## config.mk

```make
export PLATFORM = sky130hd
export DESIGN_NAME = hotkey_event_router_queue_flat
export DESIGN_NICKNAME = d
export VERILOG_FILES = /design/src/rtl/hkr_pkg.sv /design/src/rtl/hkr_if.sv /design/src/rtl/hotkey_event_router_queue.sv /design/src/rtl/hkr_ctrl.sv /design/src/rtl/hkr_datapath.sv /design/src/flat_wrapper.sv
export SDC_FILE = /design/constraint.sdc
export NUM_CORES = 1
export LEC_CHECK = 0
export ABC_CLOCK_PERIOD_IN_PS = 10700
export BUFFER_PORTS_ARGS = -buffer_cell sky130_fd_sc_hd__buf_2
export CORE_MARGIN = 3
export CORE_UTILIZATION = 45
export DETAILED_ROUTE_END_ITERATION = 16
export PLACE_DENSITY_LB_ADDON = 0.12
export RECOVER_POWER = 50
export SYNTH_ARGS = -nofsm -noshare
export SYNTH_HDL_FRONTEND = slang
export SYNTH_SLANG_ARGS = --single-unit
```

## constraint.sdc

```tcl
create_clock -name clk -period 10.7 [get_ports clk]
set_input_delay 2.14 -clock clk [delete_from_list [all_inputs] [get_ports clk]]
set_output_delay 2.14 -clock clk [all_outputs]
set_load 0.1 [all_outputs]
```

## src/rtl/hkr_pkg.sv

```systemverilog
// Shared types and constants for the hotkey event router queue.
// Depends on nothing; every other file of the block uses it.
package hkr_pkg;

	localparam int QDEPTH  = 64;
	localparam int PTR_W   = $clog2(QDEPTH);
	localparam int CNT_W   = $clog2(QDEPTH + 1);
	localparam int NUM_CTL = 7;
	localparam int KEY_W   = 10;
	localparam int CFG_AW  = 3;
	localparam int CFG_DW  = 11;

	localparam logic [15:0] EV_SYN          = 16'd0;
	localparam logic [15:0] EV_KEY          = 16'd1;
	localparam logic [15:0] SYN_LOST_EVENTS = 16'd3;
	localparam logic [15:0] KEY_NONE        = 16'd0;

	// Configuration register indices.
	localparam logic [CFG_AW-1:0] REG_TOGGLE  = 3'd0;
	localparam logic [CFG_AW-1:0] REG_UP      = 3'd1;
	localparam logic [CFG_AW-1:0] REG_DOWN    = 3'd2;
	localparam logic [CFG_AW-1:0] REG_LEFT    = 3'd3;
	localparam logic [CFG_AW-1:0] REG_RIGHT   = 3'd4;
	localparam logic [CFG_AW-1:0] REG_CONFIRM = 3'd5;
	localparam logic [CFG_AW-1:0] REG_ERASE   = 3'd6;
	localparam logic [CFG_AW-1:0] REG_CHARSET = 3'd7;

	typedef enum logic [1:0] {
		OP_EVENT      = 2'd0,
		OP_POP        = 2'd1,
		OP_CLEAR      = 2'd2,
		OP_SET_ACTIVE = 2'd3
	} op_t;

	typedef enum logic [2:0] {
		OC_FORWARDED    = 3'd0,
		OC_QUEUED       = 3'd1,
		OC_DROPPED_FULL = 3'd2,
		OC_DISCARDED    = 3'd3,
		OC_POPPED       = 3'd4,
		OC_EMPTY        = 3'd5,
		OC_DONE         = 3'd6
	} outcome_t;

	typedef struct packed {
		logic        overflow;
		logic        pressed;
		logic [15:0] keycode;
	} action_t;

	typedef struct packed {
		op_t                op;
		logic [15:0]        ev_type;
		logic [15:0]        ev_code;
		logic signed [31:0] ev_value;
		logic               new_active;
	} in_item_t;

	typedef struct packed {
		outcome_t           outcome;
		logic [15:0]        fwd_type;
		logic [15:0]        fwd_code;
		logic signed [31:0] fwd_value;
		logic [15:0]        act_keycode;
		logic               act_pressed;
		logic               act_sync_dropped;
		logic [CNT_W-1:0]   queue_count;
	} out_item_t;

	typedef struct packed {
		logic latch;
		logic commit;
		logic pop_issue;
		logic pop_load;
	} ctrl_cmd_t;

	typedef struct packed {
		logic pop_hit;
	} dp_status_t;

endpackage

```

## src/rtl/hkr_if.sv

```systemverilog
// Request channels of the hotkey event router queue: input, result and
// configuration write. Depends on hkr_pkg for widths.
interface hkr_in_if;
	logic               valid;
	logic               ready;
	logic [1:0]         op;
	logic [15:0]        ev_type;
	logic [15:0]        ev_code;
	logic signed [31:0] ev_value;
	logic               new_active;

	modport source (output valid, op, ev_type, ev_code, ev_value, new_active, input ready);
	modport sink (input valid, op, ev_type, ev_code, ev_value, new_active, output ready);
endinterface

interface hkr_out_if;
	logic                        valid;
	logic                        ready;
	logic [2:0]                  outcome;
	logic [15:0]                 fwd_type;
	logic [15:0]                 fwd_code;
	logic signed [31:0]          fwd_value;
	logic [15:0]                 act_keycode;
	logic                        act_pressed;
	logic                        act_sync_dropped;
	logic [hkr_pkg::CNT_W-1:0]   queue_count;

	modport source (output valid, outcome, fwd_type, fwd_code, fwd_value, act_keycode,
		act_pressed, act_sync_dropped, queue_count, input ready);
	modport sink (input valid, outcome, fwd_type, fwd_code, fwd_value, act_keycode,
		act_pressed, act_sync_dropped, queue_count, output ready);
endinterface

interface hkr_cfg_if;
	logic                        valid;
	logic                        ready;
	logic [hkr_pkg::CFG_AW-1:0]  addr;
	logic [hkr_pkg::CFG_DW-1:0]  data;

	modport source (output valid, addr, data, input ready);
	modport sink (input valid, addr, data, output ready);
endinterface

```

## src/rtl/hotkey_event_router_queue.sv

```systemverilog
// Hotkey event router queue: routes key events by capture mode into an
// action FIFO of 64 entries, or forwards or discards them.
// The result is registered at commit in the execute state or, for a pop with data,
// after the registered read of the action store in the read state.
// A new request is taken only when idle; a result not yet taken stalls execute and read.
// Reset clears configuration, capture mode, pointers and count; the store is not cleared.
module hotkey_event_router_queue (
	input logic      clk,
	input logic      arst_n,
	hkr_in_if.sink   item,
	hkr_out_if.source result,
	hkr_cfg_if.sink  cfg
);
	import hkr_pkg::*;

	ctrl_cmd_t  cmd;
	dp_status_t status;
	in_item_t   item_in;
	out_item_t  res_out;

	assign cfg.ready = 1'b1;

	assign item_in.op         = op_t'(item.op);
	assign item_in.ev_type    = item.ev_type;
	assign item_in.ev_code    = item.ev_code;
	assign item_in.ev_value   = item.ev_value;
	assign item_in.new_active = item.new_active;

	hkr_ctrl u_ctrl (
		.clk       (clk),
		.arst_n    (arst_n),
		.in_valid  (item.valid),
		.in_ready  (item.ready),
		.out_valid (result.valid),
		.out_ready (result.ready),
		.status    (status),
		.cmd       (cmd)
	);

	hkr_datapath u_datapath (
		.clk      (clk),
		.arst_n   (arst_n),
		.cfg_we   (cfg.valid),
		.cfg_addr (cfg.addr),
		.cfg_data (cfg.data),
		.item_in  (item_in),
		.cmd      (cmd),
		.status   (status),
		.res_out  (res_out)
	);

	assign result.outcome          = res_out.outcome;
	assign result.fwd_type         = res_out.fwd_type;
	assign result.fwd_code         = res_out.fwd_code;
	assign result.fwd_value        = res_out.fwd_value;
	assign result.act_keycode      = res_out.act_keycode;
	assign result.act_pressed      = res_out.act_pressed;
	assign result.act_sync_dropped = res_out.act_sync_dropped;
	assign result.queue_count      = res_out.queue_count;

endmodule

```

## src/rtl/hkr_ctrl.sv

```systemverilog
// Controller of the hotkey event router queue: sequences each request
// through execute and, for a pop with data, a memory read. Depends on hkr_pkg.
module hkr_ctrl (
	input  logic                clk,
	input  logic                arst_n,
	input  logic                in_valid,
	output logic                in_ready,
	output logic                out_valid,
	input  logic                out_ready,
	input  hkr_pkg::dp_status_t status,
	output hkr_pkg::ctrl_cmd_t  cmd
);
	import hkr_pkg::*;

	typedef enum logic [1:0] {
		ST_IDLE,
		ST_EXEC,
		ST_READ
	} state_t;

	state_t state_q;
	logic   out_valid_q;
	logic   out_free;

	assign out_free  = !out_valid_q || out_ready;
	assign in_ready  = (state_q == ST_IDLE);
	assign out_valid = out_valid_q;

	always_comb begin
		cmd           = '0;
		cmd.latch     = in_valid && (state_q == ST_IDLE);
		case (state_q)
			ST_EXEC: begin
				// A pop with data must first read the store; it needs no output slot yet.
				if (status.pop_hit)
					cmd.pop_issue = 1'b1;
				else
					cmd.commit = out_free;
			end
			ST_READ: begin
				cmd.pop_load = out_free;
			end
			default: ;
		endcase
	end

	always_ff @(posedge clk or negedge arst_n) begin
		if (!arst_n) begin
			state_q     <= ST_IDLE;
			out_valid_q <= 1'b0;
		end else begin
			case (state_q)
				ST_IDLE: if (cmd.latch) state_q <= ST_EXEC;
				ST_EXEC: begin
					if (cmd.pop_issue)
						state_q <= ST_READ;
					else if (cmd.commit)
						state_q <= ST_IDLE;
				end
				ST_READ: if (cmd.pop_load) state_q <= ST_IDLE;
				default: state_q <= ST_IDLE;
			endcase
			if (cmd.commit || cmd.pop_load)
				out_valid_q <= 1'b1;
			else if (out_ready)
				out_valid_q <= 1'b0;
		end
	end

	a_read_after_issue: assert property (@(posedge clk) disable iff (!arst_n)
		(state_q == ST_READ) |-> ($past(cmd.pop_issue) || $past(state_q) == ST_READ))
		else $error("read state entered without a store read");

	a_accept_to_exec: assert property (@(posedge clk) disable iff (!arst_n)
		cmd.latch |=> (state_q == ST_EXEC && !in_ready))
		else $error("accepted request not executed next cycle");

	a_result_held: assert property (@(posedge clk) disable iff (!arst_n)
		(out_valid_q && !out_ready) |=> out_valid_q)
		else $error("waiting result withdrawn before it was taken");

endmodule

```

## src/rtl/hkr_datapath.sv

```systemverilog
// Datapath of the hotkey event router queue: configuration registers,
// event classification, action store with pointers, result register.
// Depends on hkr_pkg.
module hkr_datapath (
	input  logic                       clk,
	input  logic                       arst_n,
	input  logic                       cfg_we,
	input  logic [hkr_pkg::CFG_AW-1:0] cfg_addr,
	input  logic [hkr_pkg::CFG_DW-1:0] cfg_data,
	input  hkr_pkg::in_item_t          item_in,
	input  hkr_pkg::ctrl_cmd_t         cmd,
	output hkr_pkg::dp_status_t        status,
	output hkr_pkg::out_item_t         res_out
);
	import hkr_pkg::*;

	logic signed [CFG_DW-1:0] toggle_code_q;
	logic [KEY_W-1:0]         ctl_keys_q [NUM_CTL];
	logic                     capture_active_q;
	logic [PTR_W-1:0]         rd_ptr_q;
	logic [PTR_W-1:0]         wr_ptr_q;
	logic [CNT_W-1:0]         count_q;
	action_t                  store [QDEPTH];
	action_t                  rdata_q;
	in_item_t                 item_q;
	out_item_t                res_q;

	logic      toggle_hit;
	logic      ctl_hit;
	logic      is_drop;
	logic      key_ok;
	logic      full;
	logic      want_push;
	logic      push_en;
	logic      fwd_en;
	action_t   push_entry;
	outcome_t  ev_outcome;
	out_item_t commit_res;
	out_item_t pop_res;

	function automatic logic [PTR_W-1:0] ptr_inc(input logic [PTR_W-1:0] p);
		ptr_inc = (p == PTR_W'(QDEPTH - 1)) ? '0 : p + 1'b1;
	endfunction

	// Configuration writes.
	always_ff @(posedge clk or negedge arst_n) begin
		if (!arst_n) begin
			toggle_code_q <= '1;
			for (int i = 0; i < NUM_CTL; i++)
				ctl_keys_q[i] <= '0;
		end else if (cfg_we) begin
			if (cfg_addr == REG_TOGGLE)
				toggle_code_q <= cfg_data;
			else
				ctl_keys_q[cfg_addr - REG_UP] <= cfg_data[KEY_W-1:0];
		end
	end

	always_ff @(posedge clk) begin
		if (cmd.latch)
			item_q <= item_in;
	end

	// Event classification. A negative toggle key matches no code.
	always_comb begin
		toggle_hit = !toggle_code_q[CFG_DW-1] &&
			(16'(toggle_code_q[KEY_W-1:0]) == item_q.ev_code);
		ctl_hit = toggle_hit;
		for (int i = 0; i < NUM_CTL; i++)
			if (16'(ctl_keys_q[i]) == item_q.ev_code)
				ctl_hit = 1'b1;
		is_drop = (item_q.ev_type == EV_SYN) && (item_q.ev_code == SYN_LOST_EVENTS);
		// Of key events, only presses and releases are captured; the value is compared unsigned.
		key_ok  = (item_q.ev_type == EV_KEY) && (item_q.ev_value[31:1] == '0);
		full    = (count_q == CNT_W'(QDEPTH));

		want_push  = 1'b0;
		fwd_en     = 1'b0;
		ev_outcome = OC_DISCARDED;
		push_entry = '{overflow: 1'b0, pressed: item_q.ev_value[0],
			keycode: item_q.ev_code};
		if (capture_active_q) begin
			if (is_drop) begin
				want_push  = 1'b1;
				push_entry = '{overflow: 1'b1, pressed: 1'b0, keycode: KEY_NONE};
			end else if (ctl_hit && key_ok) begin
				want_push = 1'b1;
			end
		end else if (item_q.ev_type == EV_KEY && toggle_hit) begin
			want_push = key_ok;
		end else begin
			fwd_en     = 1'b1;
			ev_outcome = OC_FORWARDED;
		end
		if (want_push)
			ev_outcome = full ? OC_DROPPED_FULL : OC_QUEUED;
		push_en = cmd.commit && (item_q.op == OP_EVENT) && want_push && !full;
	end

	assign status.pop_hit = (item_q.op == OP_POP) && (count_q != '0);

	always_comb begin
		commit_res             = '0;
		commit_res.queue_count = count_q;
		case (item_q.op)
			OP_EVENT: begin
				commit_res.outcome = ev_outcome;
				if (fwd_en) begin
					commit_res.fwd_type  = item_q.ev_type;
					commit_res.fwd_code  = item_q.ev_code;
					commit_res.fwd_value = item_q.ev_value;
				end
				if (want_push && !full)
					commit_res.queue_count = count_q + 1'b1;
			end
			OP_POP: commit_res.outcome = OC_EMPTY;
			OP_CLEAR: begin
				commit_res.outcome     = OC_DONE;
				commit_res.queue_count = '0;
			end
			OP_SET_ACTIVE: commit_res.outcome = OC_DONE;
			default: ;
		endcase
	end

	// Pointers and count are already advanced when the read data is shown.
	always_comb begin
		pop_res                  = '0;
		pop_res.outcome          = OC_POPPED;
		pop_res.act_keycode      = rdata_q.keycode;
		pop_res.act_pressed      = rdata_q.pressed;
		pop_res.act_sync_dropped = rdata_q.overflow;
		pop_res.queue_count      = count_q;
	end

	always_ff @(posedge clk or negedge arst_n) begin
		if (!arst_n) begin
			capture_active_q <= 1'b0;
			rd_ptr_q         <= '0;
			wr_ptr_q         <= '0;
			count_q          <= '0;
		end else if (cmd.pop_issue) begin
			rd_ptr_q <= ptr_inc(rd_ptr_q);
			count_q  <= count_q - 1'b1;
		end else if (cmd.commit) begin
			case (item_q.op)
				OP_EVENT: begin
					if (push_en) begin
						wr_ptr_q <= ptr_inc(wr_ptr_q);
						count_q  <= count_q + 1'b1;
					end
				end
				OP_CLEAR: begin
					rd_ptr_q <= '0;
					wr_ptr_q <= '0;
					count_q  <= '0;
				end
				OP_SET_ACTIVE: capture_active_q <= item_q.new_active;
				default: ;
			endcase
		end
	end

	always_ff @(posedge clk) begin
		if (push_en)
			store[wr_ptr_q] <= push_entry;
		if (cmd.pop_issue)
			rdata_q <= store[rd_ptr_q];
	end

	always_ff @(posedge clk) begin
		if (cmd.commit)
			res_q <= commit_res;
		else if (cmd.pop_load)
			res_q <= pop_res;
	end

	assign res_out = res_q;

	a_count_bound: assert property (@(posedge clk) disable iff (!arst_n)
		count_q <= CNT_W'(QDEPTH))
		else $error("action count beyond queue depth");

	a_ptr_consistent: assert property (@(posedge clk) disable iff (!arst_n)
		wr_ptr_q == PTR_W'(rd_ptr_q + count_q))
		else $error("write pointer out of step with read pointer and count");

	a_pop_nonempty: assert property (@(posedge clk) disable iff (!arst_n)
		cmd.pop_issue |=> (count_q == $past(count_q) - 1'b1))
		else $error("pop did not reduce the action count");

endmodule
```

## src/flat_wrapper.sv

```systemverilog
// flat-port wrapper written by rule: the top's interface ports become plain ports
module hotkey_event_router_queue_flat import hkr_pkg::*;
  (clk, arst_n, item_valid, item_op, item_ev_type, item_ev_code, item_ev_value, item_new_active, item_ready, result_valid, result_outcome, result_fwd_type, result_fwd_code, result_fwd_value, result_act_keycode, result_act_pressed, result_act_sync_dropped, result_queue_count, result_ready, cfg_valid, cfg_addr, cfg_data, cfg_ready);
  hkr_in_if item_i ();
  hkr_out_if result_i ();
  hkr_cfg_if cfg_i ();
  input logic clk;
  input logic arst_n;
  input wire logic [$bits(item_i.valid)-1:0] item_valid;
  input wire logic [$bits(item_i.op)-1:0] item_op;
  input wire logic [$bits(item_i.ev_type)-1:0] item_ev_type;
  input wire logic [$bits(item_i.ev_code)-1:0] item_ev_code;
  input wire logic [$bits(item_i.ev_value)-1:0] item_ev_value;
  input wire logic [$bits(item_i.new_active)-1:0] item_new_active;
  output wire logic [$bits(item_i.ready)-1:0] item_ready;
  output wire logic [$bits(result_i.valid)-1:0] result_valid;
  output wire logic [$bits(result_i.outcome)-1:0] result_outcome;
  output wire logic [$bits(result_i.fwd_type)-1:0] result_fwd_type;
  output wire logic [$bits(result_i.fwd_code)-1:0] result_fwd_code;
  output wire logic [$bits(result_i.fwd_value)-1:0] result_fwd_value;
  output wire logic [$bits(result_i.act_keycode)-1:0] result_act_keycode;
  output wire logic [$bits(result_i.act_pressed)-1:0] result_act_pressed;
  output wire logic [$bits(result_i.act_sync_dropped)-1:0] result_act_sync_dropped;
  output wire logic [$bits(result_i.queue_count)-1:0] result_queue_count;
  input wire logic [$bits(result_i.ready)-1:0] result_ready;
  input wire logic [$bits(cfg_i.valid)-1:0] cfg_valid;
  input wire logic [$bits(cfg_i.addr)-1:0] cfg_addr;
  input wire logic [$bits(cfg_i.data)-1:0] cfg_data;
  output wire logic [$bits(cfg_i.ready)-1:0] cfg_ready;
  assign item_i.valid = item_valid;
  assign item_i.op = item_op;
  assign item_i.ev_type = item_ev_type;
  assign item_i.ev_code = item_ev_code;
  assign item_i.ev_value = item_ev_value;
  assign item_i.new_active = item_new_active;
  assign item_ready = item_i.ready;
  assign result_valid = result_i.valid;
  assign result_outcome = result_i.outcome;
  assign result_fwd_type = result_i.fwd_type;
  assign result_fwd_code = result_i.fwd_code;
  assign result_fwd_value = result_i.fwd_value;
  assign result_act_keycode = result_i.act_keycode;
  assign result_act_pressed = result_i.act_pressed;
  assign result_act_sync_dropped = result_i.act_sync_dropped;
  assign result_queue_count = result_i.queue_count;
  assign result_i.ready = result_ready;
  assign cfg_i.valid = cfg_valid;
  assign cfg_i.addr = cfg_addr;
  assign cfg_i.data = cfg_data;
  assign cfg_ready = cfg_i.ready;
  hotkey_event_router_queue u_core (.clk(clk), .arst_n(arst_n), .item(item_i), .result(result_i), .cfg(cfg_i));
endmodule
```

==> impl_metrics.toml, run 1 <==
[timing]
slew-limit-headroom_pct = -229
finalCriticalPeriod_ns = 7.97
tns_ns = 0
clock.fmax_mhz = 125
fin_crit_sh_pct = 74.5
fin_skew_ns = 0.0215
hold_viol = 0
setup_violations = 0
slew_viol_final = 1114
grt_setup_unrepaired = "false"
worst_pin_slew_ns = 4.93

[synth]
synth.top_cell.area_share_pct = 70.4
synth_area_sq_mm = 0.0560
synthCells = 2615
synth_area_leaders = "edfxtp_1 70%, mux4_2 15%, dfrtp_1 4.2%, mux2_2 1.7%, xnor2_1 1.2%"
synth_fp_nets = 2708
yosysSeqAreaShare_pct = 75.7
synth_flop_cell = "edfxtp_1"
ys_types = 66
synth_seq_cells = 1433
yosys_warnings = 0
syn_area_per_cell_sq_um = 21.4
async_reset_ff_share_pct = 7.26
yosys.area.top_type = "edfxtp_1"
synth_edf_count = 1311

[global_routing]
grt_max_degree = 93
grt_pass1_vias = 27400
grt_pass1_wl_mm = 204
gr-usage-all-layers_pct = 22.6
antenna_found_initial = 6
gr-total-overflow = 0

[power]
power_frac_seq_pct = 44.1
p_per_area_mw_per_mm2 = 243
power_leakage_nw = 19.9
switching_share_pct = 29.8
combPwrFrac_pct = 22.5
internal-power_mw = 10.8
pwr-share-clk_pct = 33.4
total_power_mw = 15.4
p_sw_mw = 4.61
irDropWorstVdd_uv = 224

[cells_and_area]
layout.nets = 2923
fill_cells = 9673
area_delta_synth_final_pct = 13.3
drive_gt1_share_pct = 29.4

[clocking]
cts_sinks = 1433
ctsResizeCount = 0
clk_pin_slew_ns = 0.06
numCtsBuffers = 151
insertion_delay_ns = 0.76
cts-root-buf = "clkbuf_16"
cts_max_level = 4
cts_buffer_depth = 3
cts_hold_buffers = 0
cts_tree = "done"
post_cts_buffers = 0

[setup_path]
reg2reg_to = "u_core.u_datapath.store[53][12]$_DFFE_PP_"
reg2reg_depth = 9
reg2reg_slack_ns = 2.73
critical_path_arrival_ns = 8.34
crit_fanout = 70
cp-start-kind = "flop"
startpoint = "u_core.u_datapath.item_q[38]$_DFFE_PP_"
path_class = "reg -> reg"
required_ns = 11.07
rr_startpoint = "u_core.u_datapath.item_q[38]$_DFFE_PP_"
worstSetupEndpointType = "flop"

[hold_path]
min-delay-start = "u_core.u_datapath.pop_res[23]$_DFFE_PP_"
hp-class = "reg -> reg"
hold_path_end = "u_core.u_datapath.res_out[23]$_SDFFE_PP0P_"
min_path_cells = 2

[flow_run]
cap_violations = 18

[routing]
via_per_inst = 5.88
drt-pass1-iter-count = 6
dr.first_iter.drc_count = 3050
postRouteAntennaNets = 0
wirelength_mm = 144
post-route-drc-count = 0
wl_per_cell_microns = 31.4
vias = 26900

[placed_design]
dp_hpwl_mm = 87.3
numPortBuffers = 179
place_congestion = 0.847

[run_status]
violations = "capacitance limit, slew limit"
status = "finished, violations left"

[floorplan]
die_h_microns = 359
core_sq_mm = 0.123
die_w_microns = 359
die_area_sq_mm = 0.129
io_pins = 181
start_util_pct = 45.6
rows = 128
-- power groups by stage --
stage               clock, mW  sequential, mW  combinational [mW]
floorplan                   0            7.29                1.95
global placement            0            6.89                3.53
detailed placement          0            6.90                3.55
CTS                      5.26            6.78                3.56
global route             5.50            6.85                3.63
finish                   5.16            6.81                3.47
-- cell type report --
type | instances | area [sq um] | share of cell area, %
sequential | 1433 | 42400 | 66.8
tap | 1625 | 2030 | 3.21
antenna | 4 | 10.0 | 0.0158
clock inverter | 81 | 795 | 1.25
timing repair buffer | 218 | 1000 | 1.58
clock buffer | 195 | 4090 | 6.45
inverter | 13 | 48.8 | 0.0769
multi-input combinational | 1013 | 13100 | 20.6
-- through the flow --
step           cells  hold WS [ns]  setup WS (ns)  util [%]  cell area, sq um
3_3_place_gp    4302         0.437           4.96      47.9             58700
2_1_floorplan   2615         0.418           5.94         -             56000
3_5_place_dp    4302         0.440           4.80      47.9             58700
5_1_grt         4579         0.488           2.27      51.7             63400
6_report        4582         0.451           2.73      51.7             63400
4_1_cts         4578         0.448           4.76      51.9             63600
-- layer usage --
metal	wire length [microns]	GRT usage [%]	part of all wire (%)
met5	0	0	0
met4	3730	5.75	2.6
met3	10300	4.37	7.2
met2	67800	35.7	47
met1	61900	32.6	43
-- critical path, stage by stage, from the launching register on --
cell and delay [ns]:
edfxtp_1 0.47, clkbuf_1 3.41, xor2_1 0.18, or4_4 0.61
nor4_4 0.24, nand3_2 0.15, a21oi_4 0.25, o211ai_4 0.16
or4b_1 1.03, nor2_2 1.03
-- sequential cells by signal (all words and copies together) (netlist names) --
register	flops
u_core.u_datapath.store	1152
u_core.u_datapath.res_out	92
u_core.u_datapath.ctl_keys_q	70
u_core.u_datapath.item_q	67
u_core.u_datapath.pop_res	18
u_core.u_datapath.toggle_code_q	11
u_core.u_datapath.count_q	7
u_core.u_datapath.rd_ptr_q	6
u_core.u_datapath.wr_ptr_q	6
u_core.u_ctrl.state_q	2
u_core.u_ctrl.out_valid	1
u_core.u_datapath.capture_active_q	1
-- cells in the mapped netlist (5+ instances only) --
cell,count
xor2_1,10
edfxtp_1,1311
buf_1,38
nor4_1,19
nor4_2,5
mux2_2,82
dfrtp_1,93
a31oi_1,6
inv_1,12
mux4_2,378
nor2b_1,9
nor3_1,11
nand2b_1,8
nand3_1,19
a21oi_1,16
and2_1,68
nor2_2,12
o211ai_1,6
nor2_1,76
o21ai_0,43
ha_1,7
or3_1,6
dfxtp_1,18
clkbuf_1,99
and3_1,5
nand4_1,19
dfstp_2,11
buf_2,13
nand2_1,73
xnor2_1,75
-- worst max-delay path by stage --
stage                                                 to  slack (ns)
2_1_floorplan     u_core.u_datapath.res_out[0]$_DFFE_PP_        5.94
3_3_place_gp   u_core.u_datapath.store[45][12]$_DFFE_PP_        4.96
3_5_place_dp   u_core.u_datapath.store[61][16]$_DFFE_PP_        4.80
4_1_cts        u_core.u_datapath.store[60][12]$_DFFE_PP_        4.76
5_1_grt        u_core.u_datapath.store[53][16]$_DFFE_PP_        2.27
6_report       u_core.u_datapath.store[53][12]$_DFFE_PP_        2.73
-- cells by family (layout without fill, tap and decap cells) --
logic type      Yosys count  after routing  synth area share [%]
compound gates          102            102                  1.18
buf+inv                 169            507                  1.23
flops                  1433           1433                  75.7
simple gates            354            354                  3.49
other cells               1              5               0.00670
mux                     464            464                  16.9
xor+xnor                 85             85                  1.33
fa+ha+maj                 7              7                 0.157
-- layout by cell type (no fill, tap or decap), types with 23 or more instances in the layout --
cell type,netlist,routed
edfxtp_1,1311,1311
mux4_2,378,378
clkbuf_1,99,158
clkbuf_16,0,157
dfrtp_1,93,89
mux2_2,82,82
xnor2_1,75,75
buf_2,13,75
nand2_1,73,73
and2_1,68,66
nor2_2,12,65
o21ai_0,43,44
clkinv_1,0,30
clkinv_2,0,24
nor2_1,76,23
(Power assumes the default switching activity.)
==> run 2: changes to the inputs <==
--- a/config.mk
+++ b/config.mk
@@ -5,7 +5,7 @@
 export SDC_FILE = /design/constraint.sdc
 export NUM_CORES = 1
 export LEC_CHECK = 0
-export ABC_CLOCK_PERIOD_IN_PS = 10700
+export ABC_CLOCK_PERIOD_IN_PS = 8300
 export BUFFER_PORTS_ARGS = -buffer_cell sky130_fd_sc_hd__buf_2
 export CORE_MARGIN = 3
 export CORE_UTILIZATION = 45
==> constraint.sdc (replaced) <==
create_clock -name clk -period 8.3 [get_ports clk]
set_input_delay 1.66 -clock clk [delete_from_list [all_inputs] [get_ports clk]]
set_output_delay 1.66 -clock clk [all_outputs]
set_load 0.1 [all_outputs]
==> impl_metrics.toml, run 2 (same netlist as run 1, synthesis figures left out) <==
[floorplan]
io_pins = 181
start_util_pct = 45.6
rows = 128
die_area_sq_mm = 0.129
die_w_microns = 359
die_h_microns = 359
core_sq_mm = 0.123

[placed_design]
post-place-ws_ns = 2.92
place_congestion = 0.875
numPortBuffers = 179
dp_hpwl_mm = 83.5

[power]
irDropWorstVdd_uv = 293
p_per_area_mw_per_mm2 = 310
power_leakage_nw = 19.7
total_power_mw = 19.6

[clocking]
numCtsBuffers = 149
cts_max_level = 4
cts_hold_buffers = 0
insertion_delay_ns = 0.77
cts_sinks = 1433
ctsResizeCount = 0
clk_pin_slew_ns = 0.06
post_cts_buffers = 0
cts_buffer_depth = 3
cts-root-buf = "clkbuf_16"
cts_tree = "done"

[timing]
hold_viol = 0
whs_ns = 0.446
setup_violations = 0
worst_pin_slew_ns = 4.99
slew_viol_final = 575
clock.fmax_mhz = 154
slew-limit-headroom_pct = -233
finalCriticalPeriod_ns = 6.50
tns_ns = 0
fin_skew_ns = 0.0193
grt_setup_unrepaired = "false"
fin_crit_sh_pct = 78.4
postLayoutSetupSlackWorst_ns = 1.80

[setup_path]
startpoint = "u_core.u_datapath.item_q[43]$_DFFE_PP_"
max_stage_delay_ns = 2.38
cp-start-kind = "flop"
rr_startpoint = "u_core.u_datapath.item_q[43]$_DFFE_PP_"
critical_path_arrival_ns = 6.88
crit_slowest_cell = "clkbuf_1"
path_cells = "clkbuf_1 > nor4_4 > nand2_2 > nor4_1 > a211oi_1 > a21oi_1 > o211ai_4 > or3_1 > nor2_2"
reg2reg_depth = 9
worstSetupEndpointType = "flop"
reg2reg_slack_ns = 1.80
required_ns = 8.67
path_class = "reg -> reg"
reg2reg_to = "u_core.u_datapath.store[51][16]$_DFFE_PP_"
crit_fanout = 66

[global_routing]
grt_pass1_wl_mm = 199
gr-total-overflow = 0
grt_max_degree = 142
grt_pass1_vias = 27100
antenna_found_initial = 9
gr-usage-all-layers_pct = 21.9

[run_status]
status = "finished, violations left"
violations = "capacitance limit, slew limit"

[cells_and_area]
final_common_cell = "edfxtp_1"
area_delta_synth_final_pct = 13.0
largest_register_ffs = 1152
layout.nets = 2915
drive_gt1_share_pct = 29.2
top_register = "u_core.u_datapath.store"
final_cell_mix = "1,311 x edfxtp_1, 378 x mux4_2, 153 x clkbuf_16"

[routing]
postRouteAntennaNets = 0
dr.first_iter.drc_count = 3078
wirelength_mm = 139
drt-pass1-iter-count = 6
post-route-drc-count = 0
vias = 26800
via_per_inst = 5.85
wl_per_cell_microns = 30.4

[hold_path]
min-delay-start = "u_core.u_datapath.pop_res[12]$_DFFE_PP_"
hold_path_end = "u_core.u_datapath.res_out[12]$_SDFFE_PP0P_"
hp-class = "reg -> reg"
min_path_cells = 2

[flow_run]
cap_violations = 9
==> run 2: cell types whose count changed in the layout (fill, tap and decap cells not counted), moves of 2 or more <==
cell and delta:
and2_1 -5, clkinv_8 -2, buf_2 -7, bufinv_16 -5, buf_12 +3, clkbuf_1 -10, and2_0 +5, inv_6 +5
clkinvlp_4 +5, clkinv_1 +6, clkbuf_16 -4
==> run 2: per-stage QoR <==
stage          area, sq um  std cells  util (%)
2_1_floorplan        56000       2615         -
3_3_place_gp         58700       4296      47.9
3_5_place_dp         58700       4296      47.9
4_1_cts              63400       4569      51.7
5_1_grt              63200       4570      51.5
6_report             63200       4573      51.5
==> run 2: cell type report <==
type / instances / area [sq um]
fillers: 9776 / 59500
flip-flops and latches: 1433 / 42400
multi-input cells: 1013 / 13100
clock buffers: 184 / 3980
well taps: 1625 / 2030
repair buffers: 212 / 1020
clock inverters: 89 / 703
inverters: 13 / 48.8
diodes: 4 / 10.0
==> run 2: where the power goes <==
group | internal (mW) | switching, mW
sequential | 8.38 | 0.351
clock | 3.68 | 2.73
combinational | 1.66 | 2.77
==> run 2: worst max-delay path, delay by kind of cell, from the launching register on <==
kind,cells,cell delay [ns]
buffers and inverters,1,2.38
AOI/OAI and AO/OA,3,1.37
DFF,1,0.32
and+or+nand+nor,5,2.04
==> run 2: per-layer routing <==
layer / global-route usage [%] / share of wire, % / wire length [microns] / vias up
met1: 31.8 / 43 / 59800 / 14400
li1: - / - / - / 11200
met5: 0 / 0.0086 / 12 / -
met2: 34.3 / 47 / 65500 / 1063
met4: 5.44 / 2.1 / 2960 / 2
met3: 4.31 / 7.6 / 10500 / 165
==> run 2: how the worst max path moves through the flow <==
stage / endpoint / cells past startpoint
6_report: u_core.u_datapath.store[51][16]$_DFFE_PP_ / 9
5_1_grt: u_core.u_datapath.store[3][3]$_DFFE_PP_ / 9
3_5_place_dp: u_core.u_datapath.store[50][0]$_DFFE_PP_ / 9
3_3_place_gp: u_core.u_datapath.store[50][3]$_DFFE_PP_ / 9
4_1_cts: u_core.u_datapath.store[50][7]$_DFFE_PP_ / 9
2_1_floorplan: u_core.u_datapath.res_out[0]$_DFFE_PP_ / 4
